<file path="src/hdl/fwc_pkg.sv">
// Package for the pairwise Weir-Cockerham variance component unit.
// Holds the request and result structs, status codes, sequencer states and helpers.
// Depends on nothing; every other file refers to it by scoped names.
package fwc_pkg;

    localparam int WIDE  = 128;
    localparam int MULB  = 64;
    localparam int QW    = 51;
    localparam int CNT_W = 8;
    localparam int FRAC_W = 6;

    typedef enum logic [1:0] {
        ST_VALID   = 2'd0,
        ST_MISSING = 2'd1,
        ST_DEGEN   = 2'd2
    } status_t;

    typedef struct packed {
        logic [15:0] first_size;
        logic [15:0] second_size;
        logic [16:0] first_freq;
        logic [16:0] second_freq;
        logic [16:0] het_count;
        logic        sizes_missing;
        logic        last_allele;
    } item_t;

    typedef struct packed {
        logic signed [47:0] among_pop_part;
        logic signed [47:0] among_ind_part;
        logic signed [47:0] within_ind_part;
        status_t            status;
    } result_t;

    typedef enum logic [4:0] {
        S_IDLE, S_NN, S_DD, S_PN1, S_PN2, S_TT, S_BT, S_HET,
        S_DS2, S_DAT, S_DHB,
        S_FX, S_FXT, S_FDEN, S_FA, S_FY1, S_FY2, S_FB,
        S_OUT
    } state_t;

    function automatic logic [WIDE-1:0] sext48(input logic [47:0] v);
        sext48 = {{(WIDE-48){v[47]}}, v};
    endfunction

    function automatic logic [47:0] sat48(input logic [47:0] a, input logic [47:0] b);
        logic [48:0] s;
        s = {a[47], a} + {b[47], b};
        if (s[48] != s[47])
            sat48 = s[48] ? {1'b1, 47'd0} : {1'b0, {47{1'b1}}};
        else
            sat48 = s[47:0];
    endfunction

endpackage

</file>
<file path="src/hdl/pairwise_fst_variance_components_unit.sv">
// Top level of the pairwise Weir-Cockerham variance component unit.
// Depends on fwc_pkg, fwc_mul and fwc_div.
//
// Usage: the host sends one request per allele of a population pair on the
// item channel (item_valid, item_ready, item). Each request carries both
// sample sizes, both frequencies, the heterozygote count and flags. The
// request marked last_allele produces one result on the result channel
// (result_valid, result_ready, result) with components a, b, c and a status.
// A usable request runs seven multiplies on the shared shift-add
// multiplier (one multiplier bit per cycle, at most 34 bits) and three
// divisions on the shared restoring divider. A last request with no missing
// one before it adds five multiplies and two divisions, then loads the
// result. A request that is missing or has degenerate sizes is taken straight
// from idle without the shared units; if it is the last one, the result is
// loaded from the output state once any older result has been taken.
// item_ready is high only while the sequencer is idle.
// Reset clears the running sums, the missing flag and the result valid.
// A stalled receiver holds the result in the output register; the next
// requests are still taken, and only a new result waits for the old one to go.
module pairwise_fst_variance_components_unit #(
    parameter int SIZE_BITS        = 16,
    parameter int FREQ_FRAC_BITS   = 16,
    parameter int RESULT_FRAC_BITS = 32
) (
    input  logic             clk,
    input  logic             rst_n,
    input  logic             item_valid,
    output logic             item_ready,
    input  fwc_pkg::item_t   item,
    output logic             result_valid,
    input  logic             result_ready,
    output fwc_pkg::result_t result
);

    localparam int SW = SIZE_BITS;
    localparam int FB = FREQ_FRAC_BITS;
    localparam int WD = fwc_pkg::WIDE;
    localparam int MB = fwc_pkg::MULB;
    localparam logic [31:0] ONE32 = 32'd1 << FB;

    fwc_pkg::state_t  state_reg, state_next;
    logic             go_reg, go_next;
    logic             missing_seen_reg, missing_seen_next;
    logic [47:0]      sv_reg, sv_next;
    logic [47:0]      sa_reg, sa_next;
    logic [47:0]      sh_reg, sh_next;
    logic             res_valid_reg, res_valid_next;
    fwc_pkg::result_t res_reg, res_next;
    fwc_pkg::status_t status_reg, status_next;

    logic [SW-1:0]    n1_reg, n1_next;
    logic [SW-1:0]    n2_reg, n2_next;
    logic [SW:0]      t_reg, t_next;
    logic [FB:0]      p1_reg, p1_next;
    logic [FB:0]      p2_reg, p2_next;
    logic [FB:0]      d_reg, d_next;
    logic [SW:0]      h_reg, h_next;
    logic             last_reg, last_next;
    logic [WD-1:0]    nn_reg, nn_next;
    logic [WD-1:0]    dd_reg, dd_next;
    logic [WD-1:0]    pn_reg, pn_next;
    logic [WD-1:0]    tt_reg, tt_next;
    logic [WD-1:0]    bt_reg, bt_next;
    logic [WD-1:0]    x_reg, x_next;
    logic [WD-1:0]    den_reg, den_next;
    logic [47:0]      fa_reg, fa_next;
    logic [47:0]      fb_reg, fb_next;
    logic [47:0]      fc_reg, fc_next;

    logic             mul_start, mul_done;
    logic [WD-1:0]    mul_a, mul_add, mul_prod;
    logic [MB-1:0]    mul_b;
    logic             div_start, div_done;
    logic [WD-1:0]    div_num, div_den;
    logic [fwc_pkg::FRAC_W-1:0] div_frac;
    logic signed [47:0] div_quo;

    logic             is_mul, is_div, step_done;
    logic [SW-1:0]    in_n1, in_n2;
    logic [SW:0]      in_t;
    logic [31:0]      in_p1w, in_p2w;
    logic [FB:0]      in_p1, in_p2;
    logic             in_degen, in_usable;
    logic [SW:0]      t2;
    logic [48:0]      sh_mag;
    logic [47:0]      sh_half;

    fwc_mul u_mul (
        .clk    (clk),
        .rst_n  (rst_n),
        .start  (mul_start),
        .a      (mul_a),
        .b      (mul_b),
        .addend (mul_add),
        .done   (mul_done),
        .prod   (mul_prod)
    );

    fwc_div u_div (
        .clk   (clk),
        .rst_n (rst_n),
        .start (div_start),
        .num   (div_num),
        .den   (div_den),
        .frac  (div_frac),
        .done  (div_done),
        .quo   (div_quo)
    );

    // Request decode: size masking, frequency clamp to 1.0, degenerate test.
    always_comb
    begin
        in_n1    = SW'(item.first_size);
        in_n2    = SW'(item.second_size);
        in_t     = {1'b0, in_n1} + {1'b0, in_n2};
        in_p1w   = (32'(item.first_freq) > ONE32) ? ONE32 : 32'(item.first_freq);
        in_p2w   = (32'(item.second_freq) > ONE32) ? ONE32 : 32'(item.second_freq);
        in_p1    = (FB+1)'(in_p1w);
        in_p2    = (FB+1)'(in_p2w);
        in_degen = (in_n1 == '0) || (in_n2 == '0) || (in_t <= (SW+1)'(2));
        in_usable = !item.sizes_missing && !in_degen;
    end

    assign t2 = t_reg - (SW+1)'(2);

    // Component c is the heterozygote sum halved, with ties rounded away
    // from zero, so it needs only an add and a shift on the magnitude.
    always_comb
    begin
        sh_mag  = sh_reg[47] ? ({1'b0, ~sh_reg} + 49'd1) : {1'b0, sh_reg};
        sh_mag  = (sh_mag + 49'd1) >> 1;
        sh_half = sh_reg[47] ? 48'(~sh_mag + 49'd1) : sh_mag[47:0];
    end

    // Operand selection for the shared units, one source set per step.
    always_comb
    begin
        mul_a    = '0;
        mul_b    = '0;
        mul_add  = '0;
        div_num  = '0;
        div_den  = '0;
        div_frac = fwc_pkg::FRAC_W'(RESULT_FRAC_BITS);
        is_mul   = 1'b0;
        is_div   = 1'b0;
        case (state_reg)
            fwc_pkg::S_NN:
            begin
                is_mul = 1'b1;
                mul_a  = WD'(n1_reg);
                mul_b  = MB'(n2_reg);
            end
            fwc_pkg::S_DD:
            begin
                is_mul = 1'b1;
                mul_a  = WD'(d_reg);
                mul_b  = MB'(d_reg);
            end
            fwc_pkg::S_PN1:
            begin
                is_mul = 1'b1;
                mul_a  = WD'(p1_reg);
                mul_b  = MB'(n1_reg);
            end
            fwc_pkg::S_PN2:
            begin
                is_mul  = 1'b1;
                mul_a   = WD'(p2_reg);
                mul_b   = MB'(n2_reg);
                mul_add = pn_reg;
            end
            fwc_pkg::S_TT:
            begin
                is_mul = 1'b1;
                mul_a  = WD'(t_reg);
                mul_b  = MB'(t_reg);
            end
            fwc_pkg::S_BT:
            begin
                is_mul = 1'b1;
                mul_a  = nn_reg;
                mul_b  = dd_reg[MB-1:0];
            end
            fwc_pkg::S_HET:
            begin
                // pbar(1-pbar) scaled, minus the between term, in one pass.
                is_mul  = 1'b1;
                mul_a   = pn_reg;
                mul_b   = MB'((WD'(t_reg) << FB) - pn_reg);
                mul_add = ~bt_reg + 1'b1;
            end
            fwc_pkg::S_DS2:
            begin
                is_div  = 1'b1;
                div_num = bt_reg << 1;
                div_den = tt_reg << (2 * FB);
            end
            fwc_pkg::S_DAT:
            begin
                is_div  = 1'b1;
                div_num = x_reg;
                div_den = tt_reg << (2 * FB);
            end
            fwc_pkg::S_DHB:
            begin
                is_div  = 1'b1;
                div_num = WD'(h_reg);
                div_den = WD'(t_reg);
            end
            fwc_pkg::S_FX:
            begin
                is_mul  = 1'b1;
                mul_a   = fwc_pkg::sext48(sv_reg);
                mul_b   = MB'({t2, 1'b0});
                mul_add = fwc_pkg::sext48(sh_reg) - (fwc_pkg::sext48(sa_reg) << 2);
            end
            fwc_pkg::S_FXT:
            begin
                is_mul = 1'b1;
                mul_a  = x_reg;
                mul_b  = tt_reg[MB-1:0];
            end
            fwc_pkg::S_FDEN:
            begin
                is_mul = 1'b1;
                mul_a  = nn_reg << 3;
                mul_b  = MB'(t2);
            end
            fwc_pkg::S_FA:
            begin
                is_div   = 1'b1;
                div_num  = x_reg;
                div_den  = den_reg;
                div_frac = '0;
            end
            fwc_pkg::S_FY1:
            begin
                is_mul = 1'b1;
                mul_a  = fwc_pkg::sext48(sh_reg);
                mul_b  = MB'(t_reg - 1'b1);
            end
            fwc_pkg::S_FY2:
            begin
                is_mul  = 1'b1;
                mul_a   = fwc_pkg::sext48(sa_reg);
                mul_b   = MB'({t_reg, 1'b0});
                mul_add = ~x_reg + 1'b1;
            end
            fwc_pkg::S_FB:
            begin
                is_div   = 1'b1;
                div_num  = x_reg;
                div_den  = WD'({t2, 1'b0});
                div_frac = '0;
            end
            default:
            begin
                is_mul = 1'b0;
            end
        endcase
    end

    assign mul_start = is_mul && !go_reg;
    assign div_start = is_div && !go_reg;
    assign step_done = go_reg && ((is_mul && mul_done) || (is_div && div_done));
    assign item_ready = (state_reg == fwc_pkg::S_IDLE);

    // Sequencer: next state, result capture and running sums.
    always_comb
    begin
        state_next        = state_reg;
        go_next           = go_reg;
        missing_seen_next = missing_seen_reg;
        sv_next           = sv_reg;
        sa_next           = sa_reg;
        sh_next           = sh_reg;
        res_valid_next    = res_valid_reg && !result_ready;
        res_next          = res_reg;
        status_next       = status_reg;
        n1_next  = n1_reg;
        n2_next  = n2_reg;
        t_next   = t_reg;
        p1_next  = p1_reg;
        p2_next  = p2_reg;
        d_next   = d_reg;
        h_next   = h_reg;
        last_next = last_reg;
        nn_next  = nn_reg;
        dd_next  = dd_reg;
        pn_next  = pn_reg;
        tt_next  = tt_reg;
        bt_next  = bt_reg;
        x_next   = x_reg;
        den_next = den_reg;
        fa_next  = fa_reg;
        fb_next  = fb_reg;
        fc_next  = fc_reg;

        if (mul_start || div_start)
            go_next = 1'b1;
        if (step_done)
            go_next = 1'b0;

        case (state_reg)
            fwc_pkg::S_IDLE:
            begin
                if (item_valid)
                begin
                    n1_next   = in_n1;
                    n2_next   = in_n2;
                    t_next    = in_t;
                    p1_next   = in_p1;
                    p2_next   = in_p2;
                    d_next    = (in_p1 > in_p2) ? (in_p1 - in_p2) : (in_p2 - in_p1);
                    h_next    = (SW+1)'(item.het_count);
                    last_next = item.last_allele;
                    missing_seen_next = missing_seen_reg | item.sizes_missing;
                    if (in_usable)
                        state_next = fwc_pkg::S_NN;
                    else if (item.last_allele)
                    begin
                        status_next = (missing_seen_reg | item.sizes_missing) ?
                                      fwc_pkg::ST_MISSING : fwc_pkg::ST_DEGEN;
                        state_next  = fwc_pkg::S_OUT;
                    end
                end
            end
            fwc_pkg::S_NN:
                if (step_done)
                begin
                    nn_next    = mul_prod;
                    state_next = fwc_pkg::S_DD;
                end
            fwc_pkg::S_DD:
                if (step_done)
                begin
                    dd_next    = mul_prod;
                    state_next = fwc_pkg::S_PN1;
                end
            fwc_pkg::S_PN1:
                if (step_done)
                begin
                    pn_next    = mul_prod;
                    state_next = fwc_pkg::S_PN2;
                end
            fwc_pkg::S_PN2:
                if (step_done)
                begin
                    pn_next    = mul_prod;
                    state_next = fwc_pkg::S_TT;
                end
            fwc_pkg::S_TT:
                if (step_done)
                begin
                    tt_next    = mul_prod;
                    state_next = fwc_pkg::S_BT;
                end
            fwc_pkg::S_BT:
                if (step_done)
                begin
                    bt_next    = mul_prod;
                    state_next = fwc_pkg::S_HET;
                end
            fwc_pkg::S_HET:
                if (step_done)
                begin
                    x_next     = mul_prod;
                    state_next = fwc_pkg::S_DS2;
                end
            fwc_pkg::S_DS2:
                if (step_done)
                begin
                    sv_next    = fwc_pkg::sat48(sv_reg, div_quo);
                    state_next = fwc_pkg::S_DAT;
                end
            fwc_pkg::S_DAT:
                if (step_done)
                begin
                    sa_next    = fwc_pkg::sat48(sa_reg, div_quo);
                    state_next = fwc_pkg::S_DHB;
                end
            fwc_pkg::S_DHB:
                if (step_done)
                begin
                    sh_next = fwc_pkg::sat48(sh_reg, div_quo);
                    if (!last_reg)
                        state_next = fwc_pkg::S_IDLE;
                    else if (missing_seen_reg)
                    begin
                        status_next = fwc_pkg::ST_MISSING;
                        state_next  = fwc_pkg::S_OUT;
                    end
                    else
                    begin
                        status_next = fwc_pkg::ST_VALID;
                        state_next  = fwc_pkg::S_FX;
                    end
                end
            fwc_pkg::S_FX:
                if (step_done)
                begin
                    x_next     = mul_prod;
                    state_next = fwc_pkg::S_FXT;
                end
            fwc_pkg::S_FXT:
                if (step_done)
                begin
                    x_next     = mul_prod;
                    state_next = fwc_pkg::S_FDEN;
                end
            fwc_pkg::S_FDEN:
                if (step_done)
                begin
                    den_next   = mul_prod;
                    state_next = fwc_pkg::S_FA;
                end
            fwc_pkg::S_FA:
                if (step_done)
                begin
                    fa_next    = div_quo;
                    state_next = fwc_pkg::S_FY1;
                end
            fwc_pkg::S_FY1:
                if (step_done)
                begin
                    x_next     = mul_prod;
                    state_next = fwc_pkg::S_FY2;
                end
            fwc_pkg::S_FY2:
                if (step_done)
                begin
                    x_next     = mul_prod;
                    state_next = fwc_pkg::S_FB;
                end
            fwc_pkg::S_FB:
                if (step_done)
                begin
                    fb_next    = div_quo;
                    fc_next    = sh_half;
                    state_next = fwc_pkg::S_OUT;
                end
            fwc_pkg::S_OUT:
            begin
                // Wait only if an older result is still held by the receiver.
                if (!res_valid_reg || result_ready)
                begin
                    res_valid_next = 1'b1;
                    res_next.status = status_reg;
                    if (status_reg == fwc_pkg::ST_VALID)
                    begin
                        res_next.among_pop_part  = fa_reg;
                        res_next.among_ind_part  = fb_reg;
                        res_next.within_ind_part = fc_reg;
                    end
                    else
                    begin
                        res_next.among_pop_part  = '0;
                        res_next.among_ind_part  = '0;
                        res_next.within_ind_part = '0;
                    end
                    sv_next = '0;
                    sa_next = '0;
                    sh_next = '0;
                    missing_seen_next = 1'b0;
                    state_next = fwc_pkg::S_IDLE;
                end
            end
            default:
                state_next = fwc_pkg::S_IDLE;
        endcase
    end

    always_ff @(posedge clk or negedge rst_n)
    begin
        if (!rst_n)
        begin
            state_reg        <= fwc_pkg::S_IDLE;
            go_reg           <= 1'b0;
            missing_seen_reg <= 1'b0;
            sv_reg           <= '0;
            sa_reg           <= '0;
            sh_reg           <= '0;
            res_valid_reg    <= 1'b0;
        end
        else
        begin
            state_reg        <= state_next;
            go_reg           <= go_next;
            missing_seen_reg <= missing_seen_next;
            sv_reg           <= sv_next;
            sa_reg           <= sa_next;
            sh_reg           <= sh_next;
            res_valid_reg    <= res_valid_next;
        end
    end

    always_ff @(posedge clk)
    begin
        res_reg    <= res_next;
        status_reg <= status_next;
        n1_reg     <= n1_next;
        n2_reg     <= n2_next;
        t_reg      <= t_next;
        p1_reg     <= p1_next;
        p2_reg     <= p2_next;
        d_reg      <= d_next;
        h_reg      <= h_next;
        last_reg   <= last_next;
        nn_reg     <= nn_next;
        dd_reg     <= dd_next;
        pn_reg     <= pn_next;
        tt_reg     <= tt_next;
        bt_reg     <= bt_next;
        x_reg      <= x_next;
        den_reg    <= den_next;
        fa_reg     <= fa_next;
        fb_reg     <= fb_next;
        fc_reg     <= fc_next;
    end

    assign result_valid = res_valid_reg;
    assign result       = res_reg;

endmodule

</file>
<file path="src/hdl/fwc_mul.sv">
// Shift-and-add multiplier with addend: prod = addend + a * b, modulo 2^128.
// Takes one multiplier bit per cycle and stops when no set bits remain.
// Depends on fwc_pkg for widths.
module fwc_mul (
    input  logic                      clk,
    input  logic                      rst_n,
    input  logic                      start,
    input  logic [fwc_pkg::WIDE-1:0]  a,
    input  logic [fwc_pkg::MULB-1:0]  b,
    input  logic [fwc_pkg::WIDE-1:0]  addend,
    output logic                      done,
    output logic [fwc_pkg::WIDE-1:0]  prod
);

    logic                     busy_reg, busy_next;
    logic                     done_reg, done_next;
    logic [fwc_pkg::WIDE-1:0] acc_reg, acc_next;
    logic [fwc_pkg::WIDE-1:0] mcand_reg, mcand_next;
    logic [fwc_pkg::MULB-1:0] mplier_reg, mplier_next;

    always_comb
    begin
        busy_next   = busy_reg;
        done_next   = 1'b0;
        acc_next    = acc_reg;
        mcand_next  = mcand_reg;
        mplier_next = mplier_reg;
        if (start)
        begin
            busy_next   = 1'b1;
            acc_next    = addend;
            mcand_next  = a;
            mplier_next = b;
        end
        else if (busy_reg)
        begin
            if (mplier_reg == '0)
            begin
                busy_next = 1'b0;
                done_next = 1'b1;
            end
            else
            begin
                if (mplier_reg[0])
                    acc_next = acc_reg + mcand_reg;
                mcand_next  = {mcand_reg[fwc_pkg::WIDE-2:0], 1'b0};
                mplier_next = {1'b0, mplier_reg[fwc_pkg::MULB-1:1]};
            end
        end
    end

    always_ff @(posedge clk or negedge rst_n)
    begin
        if (!rst_n)
        begin
            busy_reg <= 1'b0;
            done_reg <= 1'b0;
        end
        else
        begin
            busy_reg <= busy_next;
            done_reg <= done_next;
        end
    end

    always_ff @(posedge clk)
    begin
        acc_reg    <= acc_next;
        mcand_reg  <= mcand_next;
        mplier_reg <= mplier_next;
    end

    assign done = done_reg;
    assign prod = acc_reg;

endmodule

</file>
<file path="src/hdl/fwc_div.sv">
// Restoring divider, one quotient bit per cycle: round(num * 2^frac / den),
// signed numerator, unsigned nonzero denominator, result saturated to 48 bits.
// Depends on fwc_pkg for widths.
module fwc_div (
    input  logic                       clk,
    input  logic                       rst_n,
    input  logic                       start,
    input  logic [fwc_pkg::WIDE-1:0]   num,
    input  logic [fwc_pkg::WIDE-1:0]   den,
    input  logic [fwc_pkg::FRAC_W-1:0] frac,
    output logic                       done,
    output logic signed [47:0]         quo
);

    logic                       busy_reg, busy_next;
    logic                       done_reg, done_next;
    logic [fwc_pkg::CNT_W-1:0]  cnt_reg, cnt_next;
    logic [fwc_pkg::WIDE-1:0]   mag_reg, mag_next;
    logic [fwc_pkg::WIDE-1:0]   rem_reg, rem_next;
    logic [fwc_pkg::WIDE-1:0]   den_reg, den_next;
    logic [fwc_pkg::QW-1:0]     q_reg, q_next;
    logic                       sat_reg, sat_next;
    logic                       neg_reg, neg_next;
    logic [47:0]                quo_reg, quo_next;
    logic [fwc_pkg::WIDE-1:0]   rs;
    logic                       qb;
    logic [fwc_pkg::QW:0]       qinc;
    logic [fwc_pkg::QW-1:0]     qmag;

    always_comb
    begin
        busy_next = busy_reg;
        done_next = 1'b0;
        cnt_next  = cnt_reg;
        mag_next  = mag_reg;
        rem_next  = rem_reg;
        den_next  = den_reg;
        q_next    = q_reg;
        sat_next  = sat_reg;
        neg_next  = neg_reg;
        quo_next  = quo_reg;
        rs        = {rem_reg[fwc_pkg::WIDE-2:0], mag_reg[fwc_pkg::WIDE-1]};
        qb        = 1'b0;
        qinc      = {1'b0, q_reg} + 1'b1;
        qmag      = qinc[fwc_pkg::QW:1];
        if (sat_reg || qmag > fwc_pkg::QW'(64'd1 << 47))
            qmag = fwc_pkg::QW'(64'd1 << 47);
        if (start)
        begin
            busy_next = 1'b1;
            neg_next  = num[fwc_pkg::WIDE-1];
            mag_next  = num[fwc_pkg::WIDE-1] ? (~num + 1'b1) : num;
            rem_next  = '0;
            den_next  = den;
            q_next    = '0;
            sat_next  = 1'b0;
            cnt_next  = fwc_pkg::CNT_W'(fwc_pkg::WIDE + 1) + fwc_pkg::CNT_W'(frac);
        end
        else if (busy_reg)
        begin
            if (cnt_reg == '0)
            begin
                busy_next = 1'b0;
                done_next = 1'b1;
                if (neg_reg)
                    quo_next = 48'(~qmag + 1'b1);
                else if (qmag[47])
                    quo_next = {1'b0, {47{1'b1}}};
                else
                    quo_next = qmag[47:0];
            end
            else
            begin
                if (rs >= den_reg)
                begin
                    rs = rs - den_reg;
                    qb = 1'b1;
                end
                rem_next = rs;
                mag_next = {mag_reg[fwc_pkg::WIDE-2:0], 1'b0};
                if (q_reg[fwc_pkg::QW-1])
                    sat_next = 1'b1;
                else
                    q_next = {q_reg[fwc_pkg::QW-2:0], qb};
                cnt_next = cnt_reg - 1'b1;
            end
        end
    end

    always_ff @(posedge clk or negedge rst_n)
    begin
        if (!rst_n)
        begin
            busy_reg <= 1'b0;
            done_reg <= 1'b0;
        end
        else
        begin
            busy_reg <= busy_next;
            done_reg <= done_next;
        end
    end

    always_ff @(posedge clk)
    begin
        cnt_reg <= cnt_next;
        mag_reg <= mag_next;
        rem_reg <= rem_next;
        den_reg <= den_next;
        q_reg   <= q_next;
        sat_reg <= sat_next;
        neg_reg <= neg_next;
        quo_reg <= quo_next;
    end

    assign done = done_reg;
    assign quo  = quo_reg;

endmodule

</file>
<file path="config.mk">
export PLATFORM = sky130hd
export DESIGN_NAME = pairwise_fst_variance_components_unit
export DESIGN_NICKNAME = d
export VERILOG_FILES = /design/src/hdl/fwc_pkg.sv /design/src/hdl/pairwise_fst_variance_components_unit.sv /design/src/hdl/fwc_mul.sv /design/src/hdl/fwc_div.sv
export SDC_FILE = /design/constraint.sdc
export NUM_CORES = 2
export LEC_CHECK = 0
export BUFFER_PORTS_ARGS = -buffer_cell sky130_fd_sc_hd__buf_2
export CORE_MARGIN = 2
export CORE_UTILIZATION = 40
export CTS_CLUSTER_SIZE = 14
export DETAILED_ROUTE_END_ITERATION = 10
export PLACE_DENSITY = 0.6
export SLEW_MARGIN = 20
export SYNTH_ARGS = -nofsm -noshare
export SYNTH_HDL_FRONTEND = slang
export SYNTH_SLANG_ARGS = --single-unit
</file>
<file path="constraint.sdc">
create_clock -name clk -period 44 [get_ports clk]
set_input_delay 2.2 -clock clk [delete_from_list [all_inputs] [get_ports clk]]
set_output_delay 2.2 -clock clk [all_outputs]
set_load 0.01 [all_outputs]
</file>
==> metrics <==
max_slew headroom 17.22%; met1 usage 41.56%; post-synth top area cell edfxtp_1; CTS Sinks 2178; Layout Nets 13600; met3 usage 8.572%; CTS Hold Buffers Added 0; Yosys reg bits 2178; die width 576.1 µm; Starting Density 40.09%; met2 Resource Use GR 42.64%; switching share of power between 20% and 30%; Static Leak 53.86 nW; Warnings, synthesis 0; number of synthesized flops with an enable pin 1843; Pwr per Cell Area between 30 and 40 nW/µm²; area added between synthesis and finish 10.46%; top_reg_cell synth edfxtp_1; Final TNS setup 0 ns; Mapped Cells 13110; HP Class flip-flop to flip-flop; global-route wire length before repair 728400 µm; Setup WS pre-CTS 36.72 ns; maxcap violations 0; Seq/Total Area, Yosys 47.99%; total grt overflow 0; commonest cells in the synthesized netlist edfxtp_1, nand2_1, nor2_1, a21oi_1, o21ai_0; postcts setup bufs 0; Clock Latency Late Sink ~0.96 ns; Critical Path Start Type flip-flop; GR peak layer met2; Final Worst Setup Slack ~37 ns; CTS Buf Count between 200 and 250; gpl congestion 0.9950; Clock Skew 0.06319 ns; fin crit share 16.94%; synth unique cells 108; sequential power share 50.6%; Post-Syn Nets 13740; vias in the first global route 102300; CP max FO 30; max FFs per register 146; Final Hold Viols 0; critical path class flip-flop to flip-flop; non-filler cells, final 17540; WL per Instance roughly 29 µm; fin util 44.28%; initial antenna violation count 41; Antenna Nets Post-Route 0; Comb pwr share 1.2%; unrepaired setup endpoints after global routing false; Crit. End Element flip-flop; htree depth 4; maximum VDD drop 0.00003434 V; layout cells sized above 1 7.863%; clock period minus worst slack 7.455 ns; die area around 330000 µm²; Clock transition at path regs 0.06 ns; Worst EP arrival 8.11 ns; final setup fails 0; io pins 237; Die Ht between 500 and 600 µm; Tot GR Track Use 29.54%; Slew @ Worst Pin 1.242 ns; fmax 0.1341 GHz; core area approximately 330000 µm²; average size of a mapped cell approximately 10 µm²; DR pass1 iterations 9; port bufs 236; Post-synth ARST share under 10%; P_int 3.430 mW; clk buf depth 4; Psw 0.9411 mW; placement row count 210; top cells by area in the synthesized netlist edfxtp_1, ha_1, xnor2_1; CTS tree built; largest net degree at the start of global routing 149; CTS Root Cell clkbuf_16; cell area after synthesis 130900 µm²; routed vias 111300; status finished clean; Clk pwr share 48.3%; post-CTS sizing 0; DR iter-0 viols 15520; WL final about 510000 µm; DP Cell Count between 15000 and 20000; DP Wirelength 370300 µm; vias per cell 6.347; # DRC 0; Synth top area share a little over two fifths; worst path required time 44.65 ns; max-slew violation count 0; most frequent cell after synthesis edfxtp_1
==> per-stage QoR <==
stage               area (µm²)  hold slack, ns  total power, mW
floorplan               130900          0.4272            2.285
global placement        136500          0.4629            2.305
detailed placement      136500          0.4701            2.305
CTS                     144500          0.4781            4.393
global route            144600          0.5150            4.469
finish                  144600          0.4767            4.371
==> power groups by stage <==
stage	logic, mW	clock network [mW]	registers (mW)
after floorplan	0.0308	0	2.25
final	0.0515	2.11	2.21
after global placement	0.0507	0	2.25
after CTS	0.0508	2.13	2.21
after global routing	0.0563	2.20	2.21
after detailed placement	0.0505	0	2.25
==> final timing paths <==
check	start	to	slack, ns	cells after the start
setup / recovery	u_div.q_reg[18]	u_div.quo[24]	36.55	20
setup reg to reg	u_div.q_reg[18]	u_div.quo[24]	36.55	20
hold / removal	u_div.rem_reg[49]	u_div.rem_reg[49]	0.48	2
max in group asynchronous	rst_n	go_reg	41.48	2
min in group asynchronous	rst_n	sh_reg[47]	1.25	1
hold reg to reg	u_div.rem_reg[49]	u_div.rem_reg[49]	0.48	2
==> logic make-up (layout without fill, tap and decap cells) <==
| group | after synthesis | after routing | synth area share, % |
|---|---|---|---|
| flip-flops | 2178 | 2178 | 47.99 |
| AND/OR/NAND/NOR | 3923 | 3923 | 14.47 |
| other | 0 | 17 | 0 |
| XOR/XNOR | 1005 | 1005 | 6.745 |
| adder cells (fa/ha/maj) | 535 | 535 | 5.164 |
| multiplexers | 124 | 124 | 0.9633 |
| AO/OA/AOI/OAI | 4073 | 4073 | 20.94 |
| buffers and inverters | 1276 | 1337 | 3.734 |
==> critical path, cell delays in order, from the launching register on <==
cell and delay, ns:
dfxtp_1 0.50, nand4_1 0.24, or4_1 0.60, nor3_1 0.70, a31oi_1 0.17, a31oi_1 0.48
nand3b_1 0.22, nor2_1 0.09, and4_1 0.30, or2_2 0.57, nand2_1 0.20, ha_1 0.60
and4_1 0.34, a21boi_0 0.37, and2_1 0.32, and4_1 0.22, o21a_1 0.23, o21ai_0 0.27
or3_1 0.45, o21ai_0 0.18, a22oi_1 0.10
==> per-layer routing <==
metal | wire (µm) | vias to the layer above
li1 | - | 49490
met1 | 214800 | 54580
met2 | 212400 | 6205
met3 | 60720 | 1023
met4 | 22210 | 18
met5 | 131 | -
==> cell type report <==
type	instances	area, µm²
antenna	17	42.54
clock buffer	306	6509
clock inverter	140	1525
fill	31140	182000
inverter	441	1670
multi-input combinational	9660	63660
sequential	2178	62830
tap	4346	5438
timing repair buffer	450	2952
==> cell usage in the layout, fill, tap and decap left out, types with 191 or more instances in the layout <==
| cell | instances |
|---|---|
| edfxtp_1 | 1843 |
| nand2_1 | 1136 |
| nor2_1 | 1014 |
| a21oi_1 | 851 |
| o21ai_0 | 814 |
| xnor2_1 | 600 |
| ha_1 | 526 |
| inv_1 | 435 |
| xor2_1 | 400 |
| a22oi_1 | 313 |
| a21o_1 | 300 |
| nor3_1 | 290 |
| clkbuf_16 | 244 |
| a221oi_1 | 238 |
| buf_2 | 236 |
| nand3_1 | 235 |
| and2_1 | 215 |
| a22o_1 | 204 |
| buf_4 | 201 |
| o22ai_1 | 191 |
No activity file was read; power rests on OpenSTA's default activity.
